[src/hdl/moving_average_filter_top_defines.svh]
// assertion macros for the moving average filter
`ifndef MOVING_AVERAGE_FILTER_TOP_DEFINES_SVH
`define MOVING_AVERAGE_FILTER_TOP_DEFINES_SVH

`ifndef SYNTHESIS
`define MAF_ASSERT(lbl, clk, rst_n, prop, msg) \
    lbl: assert property (@(posedge clk) disable iff (!rst_n) prop) else $error(msg);
`define MAF_ASSERT_NEXT(lbl, clk, rst_n, pre, post, msg) \
    lbl: assert property (@(posedge clk) disable iff (!rst_n) (pre) |=> (post)) else $error(msg);
`else
`define MAF_ASSERT(lbl, clk, rst_n, prop, msg)
`define MAF_ASSERT_NEXT(lbl, clk, rst_n, pre, post, msg)
`endif

`endif

[src/hdl/mavg_pkg.sv]
package mavg_pkg;

    localparam int CFG_W        = 6;
    localparam int WINDOW_RESET = 16;

    typedef struct packed {
        logic load;
        logic rd;
        logic upd;
        logic div_step;
        logic out_load;
    } t_cmd;

    typedef struct packed {
        logic out_free;
    } t_status;

endpackage

[src/hdl/moving_average_filter_top.sv]
// channel   direction  handshake                          payload
// sample    in         i_sample_valid / o_sample_ready    i_sample
// average   out        o_average_valid / i_average_ready  o_average
// config    in         i_cfg_wr_en                        i_cfg_wr_data
//
// one request runs through read, update, divide and done before the next sample is accepted,
// the divide done by the one-bit-per-cycle restoring divider
// a result register holds the average so the next sample is taken while it waits
// a stalled result holds the divider done until the register frees up
// synchronous active-low reset; the sample store needs no clearing, the fill count guards it
module moving_average_filter_top
    import mavg_pkg::*;
#(
    parameter int STORE_DEPTH = 32,
    parameter int SAMPLE_BITS = 12
) (
    input  logic                   i_clk,
    input  logic                   i_rst_n,
    input  logic                   i_cfg_wr_en,
    input  logic [CFG_W-1:0]       i_cfg_wr_data,
    input  logic                   i_sample_valid,
    output logic                   o_sample_ready,
    input  logic [SAMPLE_BITS-1:0] i_sample,
    output logic                   o_average_valid,
    input  logic                   i_average_ready,
    output logic [SAMPLE_BITS-1:0] o_average
);

    localparam int SUM_W = SAMPLE_BITS + $clog2(STORE_DEPTH);

    t_cmd    cmd;
    t_status status;

    mavg_ctrl #(
        .STEPS (SUM_W)
    ) u_ctrl (
        .i_clk          (i_clk),
        .i_rst_n        (i_rst_n),
        .i_sample_valid (i_sample_valid),
        .o_sample_ready (o_sample_ready),
        .i_status       (status),
        .o_cmd          (cmd)
    );

    mavg_datapath #(
        .STORE_DEPTH (STORE_DEPTH),
        .SAMPLE_BITS (SAMPLE_BITS)
    ) u_datapath (
        .i_clk           (i_clk),
        .i_rst_n         (i_rst_n),
        .i_cfg_wr_en     (i_cfg_wr_en),
        .i_cfg_wr_data   (i_cfg_wr_data),
        .i_sample        (i_sample),
        .i_average_ready (i_average_ready),
        .o_average_valid (o_average_valid),
        .o_average       (o_average),
        .i_cmd           (cmd),
        .o_status        (status)
    );

endmodule

[src/hdl/mavg_ram.sv]
module mavg_ram #(
    parameter int WIDTH = 12,
    parameter int DEPTH = 32
) (
    input  logic                     i_clk,
    input  logic                     i_wr_en,
    input  logic [$clog2(DEPTH)-1:0] i_wr_addr,
    input  logic [WIDTH-1:0]         i_wr_data,
    input  logic                     i_rd_en,
    input  logic [$clog2(DEPTH)-1:0] i_rd_addr,
    output logic [WIDTH-1:0]         o_rd_data
);

    logic [WIDTH-1:0] r_mem [DEPTH];
    logic [WIDTH-1:0] r_rd_data;

    always_ff @(posedge i_clk) begin
        if (i_wr_en) begin
            r_mem[i_wr_addr] <= i_wr_data;
        end
        if (i_rd_en) begin
            r_rd_data <= r_mem[i_rd_addr];
        end
    end

    assign o_rd_data = r_rd_data;

endmodule

[src/hdl/mavg_ctrl.sv]
module mavg_ctrl
    import mavg_pkg::*;
#(
    parameter int STEPS = 17
) (
    input  logic    i_clk,
    input  logic    i_rst_n,
    input  logic    i_sample_valid,
    output logic    o_sample_ready,
    input  t_status i_status,
    output t_cmd    o_cmd
);

    localparam int STEP_W = $clog2(STEPS);

    localparam logic [2:0] S_IDLE   = 3'd0;
    localparam logic [2:0] S_READ   = 3'd1;
    localparam logic [2:0] S_UPDATE = 3'd2;
    localparam logic [2:0] S_DIVIDE = 3'd3;
    localparam logic [2:0] S_DONE   = 3'd4;

    logic [2:0]        r_state;
    logic [2:0]        n_state;
    logic [STEP_W-1:0] r_step;
    logic [STEP_W-1:0] n_step;

    always_comb begin
        n_state = r_state;
        n_step  = r_step;
        o_cmd   = '0;
        case (r_state)
            S_IDLE: begin
                if (i_sample_valid) begin
                    o_cmd.load = 1'b1;
                    n_state    = S_READ;
                end
            end
            S_READ: begin
                o_cmd.rd = 1'b1;
                n_state  = S_UPDATE;
            end
            S_UPDATE: begin
                o_cmd.upd = 1'b1;
                n_step    = '0;
                n_state   = S_DIVIDE;
            end
            S_DIVIDE: begin
                o_cmd.div_step = 1'b1;
                if (r_step == STEP_W'(STEPS - 1)) begin
                    n_state = S_DONE;
                end else begin
                    n_step = r_step + STEP_W'(1);
                end
            end
            S_DONE: begin
                if (i_status.out_free) begin
                    o_cmd.out_load = 1'b1;
                    n_state        = S_IDLE;
                end
            end
            default: begin
                n_state = S_IDLE;
            end
        endcase
    end

    always_ff @(posedge i_clk) begin
        if (!i_rst_n) begin
            r_state <= S_IDLE;
            r_step  <= '0;
        end else begin
            r_state <= n_state;
            r_step  <= n_step;
        end
    end

    assign o_sample_ready = (r_state == S_IDLE);

endmodule

[src/hdl/mavg_datapath.sv]
`include "moving_average_filter_top_defines.svh"

module mavg_datapath
    import mavg_pkg::*;
#(
    parameter int STORE_DEPTH = 32,
    parameter int SAMPLE_BITS = 12
) (
    input  logic                   i_clk,
    input  logic                   i_rst_n,
    input  logic                   i_cfg_wr_en,
    input  logic [CFG_W-1:0]       i_cfg_wr_data,
    input  logic [SAMPLE_BITS-1:0] i_sample,
    input  logic                   i_average_ready,
    output logic                   o_average_valid,
    output logic [SAMPLE_BITS-1:0] o_average,
    input  t_cmd                   i_cmd,
    output t_status                o_status
);

    localparam int POS_W = $clog2(STORE_DEPTH);
    localparam int CNT_W = $clog2(STORE_DEPTH + 1);
    localparam int SUM_W = SAMPLE_BITS + POS_W;
    localparam int WIN_INIT = (WINDOW_RESET > STORE_DEPTH) ? STORE_DEPTH : WINDOW_RESET;

    logic [SAMPLE_BITS-1:0] r_sample;
    logic [POS_W-1:0]       r_pos;
    logic [SUM_W-1:0]       r_sum;
    logic [CNT_W-1:0]       r_fill;
    logic [CNT_W-1:0]       r_window;
    logic [SUM_W-1:0]       r_quo;
    logic [CNT_W-1:0]       r_rem;
    logic [SAMPLE_BITS-1:0] r_average;
    logic                   r_out_valid;

    logic [SAMPLE_BITS-1:0] rd_data;
    logic                   full;
    logic [SUM_W-1:0]       n_sum;
    logic [CNT_W-1:0]       n_fill;
    logic [POS_W-1:0]       pos_eff;
    logic [CNT_W-1:0]       pos_inc;
    logic [POS_W-1:0]       n_pos;
    logic [CNT_W-1:0]       cfg_window;
    logic [CNT_W:0]         rem_sh;
    logic [CNT_W:0]         rem_diff;
    logic                   rem_ge;

    mavg_ram #(
        .WIDTH (SAMPLE_BITS),
        .DEPTH (STORE_DEPTH)
    ) u_store (
        .i_clk     (i_clk),
        .i_wr_en   (i_cmd.upd),
        .i_wr_addr (r_pos),
        .i_wr_data (r_sample),
        .i_rd_en   (i_cmd.rd),
        .i_rd_addr (r_pos),
        .o_rd_data (rd_data)
    );

    always_comb begin
        if (i_cfg_wr_data == '0) begin
            cfg_window = CNT_W'(1);
        end else if (int'(i_cfg_wr_data) > STORE_DEPTH) begin
            cfg_window = CNT_W'(STORE_DEPTH);
        end else begin
            cfg_window = CNT_W'(i_cfg_wr_data);
        end
    end

    assign pos_eff = (CNT_W'(r_pos) >= r_window) ? '0 : r_pos;
    assign full    = (r_fill >= r_window);
    assign n_sum   = r_sum - (full ? SUM_W'(rd_data) : '0) + SUM_W'(r_sample);
    assign n_fill  = full ? r_fill : r_fill + CNT_W'(1);
    assign pos_inc = CNT_W'(r_pos) + CNT_W'(1);
    assign n_pos   = (pos_inc >= r_window) ? '0 : pos_inc[POS_W-1:0];

    // restoring divide, one quotient bit per step
    assign rem_sh   = {r_rem, r_quo[SUM_W-1]};
    assign rem_ge   = (rem_sh >= {1'b0, r_fill});
    assign rem_diff = rem_sh - {1'b0, r_fill};

    always_ff @(posedge i_clk) begin
        if (!i_rst_n) begin
            r_pos       <= '0;
            r_sum       <= '0;
            r_fill      <= '0;
            r_window    <= CNT_W'(WIN_INIT);
            r_out_valid <= 1'b0;
        end else begin
            if (i_cfg_wr_en) begin
                r_window <= cfg_window;
                r_pos    <= '0;
                r_sum    <= '0;
                r_fill   <= '0;
            end else if (i_cmd.load) begin
                r_pos <= pos_eff;
            end else if (i_cmd.upd) begin
                r_sum  <= n_sum;
                r_fill <= n_fill;
                r_pos  <= n_pos;
            end
            if (i_cmd.out_load) begin
                r_out_valid <= 1'b1;
            end else if (i_average_ready) begin
                r_out_valid <= 1'b0;
            end
        end
    end

    always_ff @(posedge i_clk) begin
        if (i_cmd.load) begin
            r_sample <= i_sample;
        end
        if (i_cmd.upd) begin
            r_quo <= n_sum;
            r_rem <= '0;
        end else if (i_cmd.div_step) begin
            r_quo <= {r_quo[SUM_W-2:0], rem_ge};
            r_rem <= rem_ge ? rem_diff[CNT_W-1:0] : rem_sh[CNT_W-1:0];
        end
        if (i_cmd.out_load) begin
            r_average <= r_quo[SAMPLE_BITS-1:0];
        end
    end

    assign o_status.out_free = !r_out_valid || i_average_ready;
    assign o_average_valid   = r_out_valid;
    assign o_average         = r_average;

    `MAF_ASSERT(a_fill_in_window, i_clk, i_rst_n, r_fill <= r_window, "fill count above window")
    `MAF_ASSERT(a_pos_in_window, i_clk, i_rst_n, CNT_W'(r_pos) < r_window, "write position outside window")
    `MAF_ASSERT(a_window_nonzero, i_clk, i_rst_n, r_window != '0, "window length of zero")
    `MAF_ASSERT_NEXT(a_fill_after_upd, i_clk, i_rst_n, i_cmd.upd && !i_cfg_wr_en, r_fill != '0, "zero divisor after update")
    `MAF_ASSERT(a_load_when_free, i_clk, i_rst_n, i_cmd.out_load |-> (!r_out_valid || i_average_ready), "result overwritten")

endmodule

[config.mk]
export PLATFORM = sky130hd
export DESIGN_NAME = moving_average_filter_top
export DESIGN_NICKNAME = d
export VERILOG_FILES = /design/src/hdl/mavg_pkg.sv /design/src/hdl/moving_average_filter_top.sv /design/src/hdl/mavg_ram.sv /design/src/hdl/mavg_ctrl.sv /design/src/hdl/mavg_datapath.sv
export VERILOG_INCLUDE_DIRS = /design/src /design/src/hdl
export SDC_FILE = /design/constraint.sdc
export NUM_CORES = 1
export LEC_CHECK = 0
export ABC_AREA = 1
export ABC_CLOCK_PERIOD_IN_PS = 6700
export BUFFER_PORTS_ARGS = -buffer_cell sky130_fd_sc_hd__buf_2
export CORE_ASPECT_RATIO = 0.5
export CORE_MARGIN = 8
export CORE_UTILIZATION = 35
export DETAILED_ROUTE_END_ITERATION = 12
export PLACE_DENSITY_LB_ADDON = 0.15
export SYNTH_ARGS = -nofsm -noshare
export SYNTH_HDL_FRONTEND = slang
export SYNTH_SLANG_ARGS = --single-unit
[constraint.sdc]
create_clock -name i_clk -period 6.7 [get_ports i_clk]
set_input_delay 1.675 -clock i_clk [delete_from_list [all_inputs] [get_ports i_clk]]
set_output_delay 1.675 -clock i_clk [all_outputs]
set_load 0.01 [all_outputs]
Yosys cells after proc, flatten, opt, wreduce, memory -nomap -nowiden:

Memories as Yosys holds them, arrays and structs flattened. A register that Yosys moved wholly into a read port is not among the register bits.
Cells that the tools add are included.

* register bits after elaboration: 90
* bits in writable memories: 384
* input bits: 23
* output and inout port bits: 14
* word-level logic and storage cells: 77
* memories kept: 1

Memory list
* u_datapath.u_store.r_mem: words 32, bits a word 12, read ports 1, clocked after memory_dff 1, write ports 1, line mavg_ram.sv:14 `logic [WIDTH-1:0] r_mem [DEPTH];`

* add/sub/neg operators: 6
* order comparisons: 5
* eq/ne operators: 10
* multiplexer cells: 27
* bitwise operators: 3
* reductions and logical operators: 14

Operator list (count)
* $mux 17: 2
* $mux 5: 5
* $mux 6: 3
* $add 17x12->17: 1
* $sub 17x17->17: 1
* $pmux 3 s5: 1
* $ge 6x6->1: 2
* $mux 12: 1
* $mux 1: 11
* $pmux 5 s2: 1
* $mux 3: 3
* $reduce_bool 2->1: 4
* $ge 7x6->1: 1
* $add 5x1->6 const B: 1
* $add 6x1->6 const B: 1
* $eq 3x2->1 const B: 2
* $ge 5x6->1: 1
* $gt 6x6->1 const B: 1
* $logic_not 6->1: 1
* $ne 2x2->1 const B: 3
* $reduce_and 2->1: 3
* $reduce_and 3->1: 2
* $sub 6x6->6: 1
* $add 5x1->5 const B: 1
* 9 further kinds: 12

Logic depth before layout (Yosys ltp):

Gate-level depths: netlist of run 1.

* word-level depth: 5
* depth in mapped cells: 21
* gate-level depth less buffers: 21

By module:

Synthesis of run 1 repeated with hierarchy kept, for this count alone.

* cells, all modules: 2133
* area total of the unflattened synthesis: 21818.4 um2

Modules (own cells, without submodules)
* mavg_ram: times used 1, cells an instance 1358, area an instance 16019.1 um2, sequential area each 11891.4 um2
* mavg_datapath: times used 1, cells an instance 704, area an instance 5325.1 um2, sequential area each 2052.0 um2
* mavg_ctrl: times used 1, cells an instance 71, area an instance 474.2 um2, sequential area each 160.2 um2

Least setup slack after synthesis of run 1:

Ideal clock, no wire load.

* kind: input to register
* start point: input i_average_ready
* end point: register u_datapath.r_average[0], in the netlist u_datapath.o_average[0], enable pin
* setup time: 0.412 ns
* data arrival time: 2.921 ns
* required time: 6.288 ns
* path slack: 3.367 ns
* stages on the path: 2
* buffers on the path: 0
* path through: nor2_1 > nor4_1

RTL lines
* start, declared: line moving_average_filter_top.sv:25 `input logic i_average_ready,`
* end signal, assigned: line mavg_datapath.sv:123 `r_average <= r_quo[SAMPLE_BITS-1:0];`
* end, declared: line mavg_datapath.sv:33 `logic [SAMPLE_BITS-1:0] r_average;`

Worst setup path after layout of run 1:

* start point: register u_datapath.r_fill[0]
* end point: register u_datapath.r_quo[5], data pin

* cells in the longest elaborated chain, start to end: 5

RTL lines
* start, declared: line mavg_datapath.sv:29 `logic [CNT_W-1:0] r_fill;`
* start signal, assigned: line mavg_datapath.sv:100 `r_fill <= n_fill;`
* $ge 6x6->1: line mavg_datapath.sv:72 `assign full = (r_fill >= r_window);`
* $mux 12: line mavg_datapath.sv:73 `assign n_sum = r_sum - (full ? SUM_W'(rd_data) : '0) + SUM_W'(r_sample);`
* $sub 17x17->17: line mavg_datapath.sv:73
* $add 17x12->17: line mavg_datapath.sv:73
* $mux 17: line mavg_datapath.sv:115 `if (i_cmd.upd) begin`
* end signal, assigned: line mavg_datapath.sv:116 `r_quo <= n_sum;`
* end signal, assigned: line mavg_datapath.sv:119 `r_quo <= {r_quo[SUM_W-2:0], rem_ge};`
* end, declared: line mavg_datapath.sv:31 `logic [SUM_W-1:0] r_quo;`

Every way passes these cells.
A chain may end at the register's enable or synchronous reset.

==> impl_metrics.yaml, run 1 <==
critical_path:
  cp-end-kind: "flip-flop"
  worstReg2RegEnd: "u_datapath.r_quo[5]"
  critPathLaunchType: "flip-flop"
  crit_chain: "inv_1, ha_1, inv_1, a21boi_0, o21ai_0, nand2_1, inv_1, nor2_1, fa_1, inv_1, ha_1, or2_2, nand3_1, nand2_1, o21ai_0, nand2_1"
  ff2ff_setup_slack_ps: 3150
  cp_max_fo: 11
  worst_ep_arrival_time_ps: 3860
  cpMaxStageDelayCell: "fa_1"
  max_stage_delay_ps: 480
  critical_path_class: "flip-flop to flip-flop"
  cpMostUsedCell: "inv_1"
  reg2reg_depth: 16
  required_ps: 7000
  timing.rr.start: "u_datapath.r_fill[0]"
timing:
  finalMaxSlewViolations: 0
  tns_ps: 0
  holdWs_ps: 445
  grt_setup_unrepaired: "false"
  min_period_ps: 3550
  slew_headroom_pct: 21.4
  setup_viol: 0
  fin_crit_sh_pct: 53.0
  fmaxAchievable_ghz: 0.281
  worst_slew_pin_slew_ps: 1170
  skew_ps: 29.3
  hold_violations: 0
pwr:
  leakagePower_nw: 8.58
  seqPwrFrac_pct: 45.8
  p_per_area_mw_per_mm2: 352
  power.switching_mw: 2.61
  p_int_mw: 5.70
  power.total_mw: 8.31
  clkPwrFrac_pct: 31.2
  ir_worst_vdd_mv: 0.219
  combPwrFrac_pct: 22.9
  switching_share_pct: 31.4
floorplanning:
  die_h_um: 189
  initial_core_util_pct: 35.3
  die_area_mm2: 0.0683
  io-pin-count: 37
  std_cell_rows: 63
  die_width_um: 362
  core_mm2: 0.0592
clock_network:
  numCtsBuffers: 48
  post_cts_buffers: 0
  cts_tree: "built"
  clk_pin_slew_ps: 60
  cts_root_buf: "clkbuf_16"
  cts-resized-gates: 0
  cts.htree.levels: 2
  clkSinkCount: 486
  hold_buffers: 0
  clock_latency_ps: 580
  ctsLongestPathBuffers: 3
grt:
  grt_pass1_vias: 13000
  antenna_found_initial: 1
  grt_max_degree: 139
  overflow: 0
  grt_use_total_pct: 15.6
  grt_pass1_wl_um: 82400
  use_met2_pct: 25.1
  globalRouteMet3Util_pct: 2.27
  met1_usage_pct: 22.2
  busiest_layer: "met2"
detailed_routing:
  viasPerCell: 4.95
  vias: 13700
  wl_per_cell_um: 19.6
  dr.pass1.iters: 5
  ant_nets: 0
  drc: 0
  routed_wirelength_um: 54400
  drt_iter0_drc: 1093
logic_synthesis:
  synth-edff-count: 437
  synth_top_cell_by_area: "edfxtp_1"
  synthTopCellsByCount: "437 x edfxtp_1, 304 x nand2_1, 278 x nor2_1, 161 x o21ai_0, 158 x inv_1"
  synthTopCellsByArea: "edfxtp_1 63%, nand2_1 5.5%, nor2_1 5.0%, dfxtp_1 4.7%, o21ai_0 3.9%"
  async_reset_ff_share_pct: 0
  ys_types: 38
  yosysWarnings: 0
  synth.most_common_cell: "edfxtp_1"
  synth_area_mm2: 0.0209
  ys_seq_area_share_pct: 67.4
  ys_seq_elements: 486
  synth_cells: 1865
  synthFlopType: "edfxtp_1"
  syn-num-nets: 1948
  synth_top_area_share_pct: 62.7
  syn_area_per_cell_um2: 11.2
layout:
  syn_to_final_growth_pct: 12.8
  final_area_mm2: 0.0236
  finalNetCount: 2006
  fill_cells: 5697
  fin_util_pct: 39.9
  drive_gt1_share_pct: 8.47
min_path:
  min_to: "u_datapath.o_average[2]"
  holdCritStartpoint: "u_datapath.r_quo[2]"
  min_path_type: "flip-flop to flip-flop"
  whs_path_depth: 0
job:
  cap_viol_max_count: 0
placed_design:
  io_buffers: 36
  gp_congestion: 0.777
  place_area_mm2: 0.0221
  hpwl_um: 32300
outcome:
  outcome: "completed"
## power groups by stage
stage	registers, mW	logic, mW	clock network (mW)
floorplan	3.93	1.25	0
global route	3.83	2.19	2.78
finish	3.81	1.91	2.60
detailed placement	3.87	1.93	0
global placement	3.87	1.93	0
CTS	3.81	1.94	2.66
## registers in the layout, indices dropped and copies added, names as in the netlist
signal and flops:
u_datapath.r_window 6, u_datapath.r_quo 17, u_datapath.r_sample 12, u_datapath.u_store.r_mem 384, u_datapath.r_sum 17, u_datapath.r_rem 6, u_datapath.u_store.o_rd_data 12, u_datapath.o_average_valid 1
u_datapath.r_fill 6, u_datapath.o_average 12, u_datapath.r_pos 5, u_ctrl.r_step 5, u_ctrl.r_state 3
## critical path: cells and delay by family, from the launching register on
family / cells / cell delay [ps]
adders and majority gates: 3 / 1040
and+or+nand+nor: 6 / 850
AOI/OAI and AO/OA: 3 / 560
DFF: 1 / 400
buffers and inverters: 4 / 460
## how the worst max path moves through the flow
stage | startpoint | to
finish | u_datapath.r_fill[0] | u_datapath.r_quo[5]
global route | u_datapath.r_fill[0] | u_datapath.r_sum[14]
CTS | u_datapath.r_fill[0] | u_datapath.r_quo[10]
detailed placement | i_rst_n | u_datapath.r_window[3]
global placement | u_datapath.r_fill[0] | u_datapath.r_quo[10]
floorplan | i_average_ready | u_datapath.o_average[0]
## layout by cell type (no fill, tap or decap), types with 4 or more instances in the layout
master and instances:
clkinv_1 8, nand3_1 42, inv_1 157, fa_1 13, ha_1 47, clkbuf_1 18
nand2_1 304, dfxtp_1 47, nor2_1 278, buf_2 36, clkbuf_16 49, o22ai_1 99
o21ai_1 50, a21oi_1 54, o21ai_0 161, nor3_1 13, edfxtp_1 437, xor2_1 10
clkinv_2 6, nand4_1 30, or2_2 4, or2_1 11, buf_4 52
## logic make-up after synthesis
family	synth area share, %
xor+xnor	0.460
compound gates	9.63
fa+ha+maj	4.05
flops	67.4
buf+inv	5.03
simple gates	13.4
## layout make-up
cell class	instances	area, um2	area share [%]
flip-flops and latches	486	14100	59.8
multi-input cells	1136	5780	24.5
clock buffers	68	1310	5.54
well taps	812	1020	4.30
repair buffers	90	611	2.59
inverters	161	609	2.58
clock inverters	18	165	0.700
diodes	2	5.00	0.0212
## routing by layer
metal	vias to the layer above	wire (um)
li1	6630	-
met1	6729	26000
met2	282	24700
met3	81	2350
met4	0	1300
met5	-	0
## through the flow
| stage | setup slack (ps) | instances |
|---|---|---|
| floorplan | 3370 | 1865 |
| global placement | 3150 | 2685 |
| detailed placement | 3040 | 2685 |
| CTS | 3130 | 2771 |
| global route | 2730 | 2771 |
| finish | 3150 | 2773 |
(Power assumes the default switching activity.)
==> run 2: changes to the inputs <==
- ABC_CLOCK_PERIOD_IN_PS: 6700 -> 3270
- clock period: 6.7 -> 3.27 ns (I/O delays scaled with it)
==> run 2 against run 1 <==
Net effect: critical path depth rose by 5; wire length up 2.7%; worst setup slack lost 3000 ps; critical endpoint is now u_datapath.r_quo[16]; total power grew 110%; highest routed layer unchanged; clock power is 98% higher; clock skew decreased by 15 ps; sequential cell count unchanged; fmax is 16% higher; largest cell class unchanged; critical path type unchanged; sequential share of layout area fell by 1.8 points.
==> impl_metrics.yaml, run 2 (synthesis gave the netlist of run 1 again) <==
placed_design:
  dp_cells: 2746
  place_area_mm2: 0.0226
  hpwl_um: 34700
  io_buffers: 36
  gp_congestion: 0.802
critical_path:
  required_ps: 3590
  crit_chain: "inv_2, ha_4, a21oi_2, nor2_1, nor3_2, nand2_1, inv_2, buf_6, nor2_1, fa_1, inv_2, ha_4, nand2_4, inv_2, nand2_2, nor3_2, nand2_2, nand2_1, nand2_1, nand3_2, nand2_2"
  path_delay_family: "simple AND/OR/NAND/NOR gates"
  critPathLaunchType: "flip-flop"
  cp-end-kind: "flip-flop"
  cpMaxStageDelayCell: "fa_1"
  startpoint: "u_datapath.r_window[3]"
  critical_path_class: "flip-flop to flip-flop"
  cpMostUsedCell: "inv_2"
  cp_max_fo: 7
  path_buf_inv: 5
  max_stage_delay_ps: 490
  timing.rr.start: "u_datapath.r_window[3]"
  worst_ep_arrival_time_ps: 3400
clock_network:
  hold_buffers: 0
  cts_root_buf: "clkbuf_16"
  numCtsBuffers: 47
  ctsLongestPathBuffers: 3
  cts.htree.levels: 2
  clkSinkCount: 486
  clk_pin_slew_ps: 60
  clock_latency_ps: 570
  cts_tree: "built"
floorplanning:
  initial_core_util_pct: 35.3
  die_area_mm2: 0.0683
  die_h_um: 189
  core_mm2: 0.0592
  io-pin-count: 37
  die_width_um: 362
  std_cell_rows: 63
timing:
  skew_ps: 14.3
  hold_violations: 0
  slew_headroom_pct: 50.3
  fmaxAchievable_ghz: 0.325
  finalMaxSlewViolations: 0
  holdWs_ps: 423
  setup_viol: 0
  grt_setup_unrepaired: "true"
  worst_slew_pin_slew_ps: 746
  tns_ps: 0
  min_period_ps: 3080
  fin_crit_sh_pct: 94.1
grt:
  grt_use_total_pct: 16.0
  grt_pass1_vias: 13400
  grt_pass1_wl_um: 84100
  antenna_found_initial: 0
  grt_max_degree: 73
  overflow: 0
detailed_routing:
  dr.pass1.iters: 5
  viasPerCell: 4.91
  ant_nets: 0
  wl_per_cell_um: 19.7
  routed_wirelength_um: 55800
  vias: 13900
  drt_iter0_drc: 918
  drc: 0
pwr:
  power.total_mw: 17.6
  ir_worst_vdd_mv: 0.381
  p_per_area_mw_per_mm2: 723
  leakagePower_nw: 8.86
layout:
  fill_cells: 5693
  ff_latch_area_mm2: 0.0141
  final_cell_count_no_fill: 2836
  largest_register_ffs: 384
  top_register: "u_datapath.u_store.r_mem"
  finalNetCount: 2067
  final_common_cell: "edfxtp_1"
  drive_gt1_share_pct: 14.8
  top_regs: "u_datapath.u_store.r_mem x384, u_datapath.r_quo x17, u_datapath.r_sum x17"
  syn_to_final_growth_pct: 16.4
  final_cell_mix: "437 x edfxtp_1, 281 x nand2_1, 276 x nor2_1, 158 x o21ai_0, 148 x inv_1"
  final_area_mm2: 0.0244
  multi_input_area_mm2: 0.00608
min_path:
  holdCritStartpoint: "i_sample[4]"
  min_path_type: "input port to flip-flop"
job:
  cap_viol_max_count: 0
outcome:
  outcome: "completed"
## run 2: cell types whose count changed in the layout (fill, tap and decap cells not counted), sizes merged
cell / before / now
buf: 90 / 152
clkinvlp: 0 / 3
diode: 2 / 3
clkbuf: 68 / 58
inv: 163 / 160
clkinv: 14 / 24
## run 2: per-layer routing
layer | GRT usage [%] | vias up | wire length [um]
li1 | - | 6758 | -
met1 | 22.4 | 6788 | 26000
met2 | 25.4 | 290 | 25300
met3 | 2.96 | 80 | 3160
met4 | 4.28 | 0 | 1340
met5 | 0 | - | 0
## run 2: repair_timing
action,in CTS,in global routing
setup endpoints to repair,12,27
gates resized for setup,19,62
pin swaps,3,25
endpoints found under the hold margin,0,0
setup buffers,0,1
## run 2: layout make-up
cell class,count,area share [%]
multi-input cells,1136,25.0
inverters,161,2.50
flip-flops and latches,486,58.0
clock buffers,58,5.00
well taps,812,4.17
clock inverters,28,0.822
diodes,3,0.0308
repair buffers,152,4.54
## run 2: power by group
group / switching (mW) / total [mW] / internal (mW) / leakage, nW
clock network: 2.36 / 5.16 / 2.81 / 0.684
registers: 0.206 / 7.81 / 7.61 / 4.34
logic: 3.12 / 4.63 / 1.51 / 3.83
total: 5.68 / 17.6 / 11.9 / 8.86
## run 2: worst paths after layout
check                                                to  slack (ps)  cells past startpoint
worst max-delay path               u_datapath.r_quo[16]         190                     21
worst min-delay path             u_datapath.r_sample[4]         420                      1
worst max register to register     u_datapath.r_quo[16]         190                     21
worst min register to register  u_datapath.o_average[0]         450                      0
## run 2: metrics by stage
step | setup WS [ps] | utilization (%)
6_report | 194 | 41.1
5_1_grt | -66.8 | 41.1
4_1_cts | 1.05 | 40.7
3_5_place_dp | -71.6 | 38.2
3_3_place_gp | -74.6 | 38.2
2_1_floorplan | 102 | -
## run 2: worst reg2reg max path, cell delays in order, from the launching register on
cell	delay, ps
dfxtp_2	320
inv_2	70
ha_4	200
a21oi_2	120
nor2_1	60
nor3_2	170
nand2_1	100
inv_2	100
buf_6	130
nor2_1	60
fa_1	490
inv_2	50
ha_4	290
nand2_4	60
inv_2	60
nand2_2	50
nor3_2	190
nand2_2	70
nand2_1	60
nand2_1	60
nand3_2	80
nand2_2	50
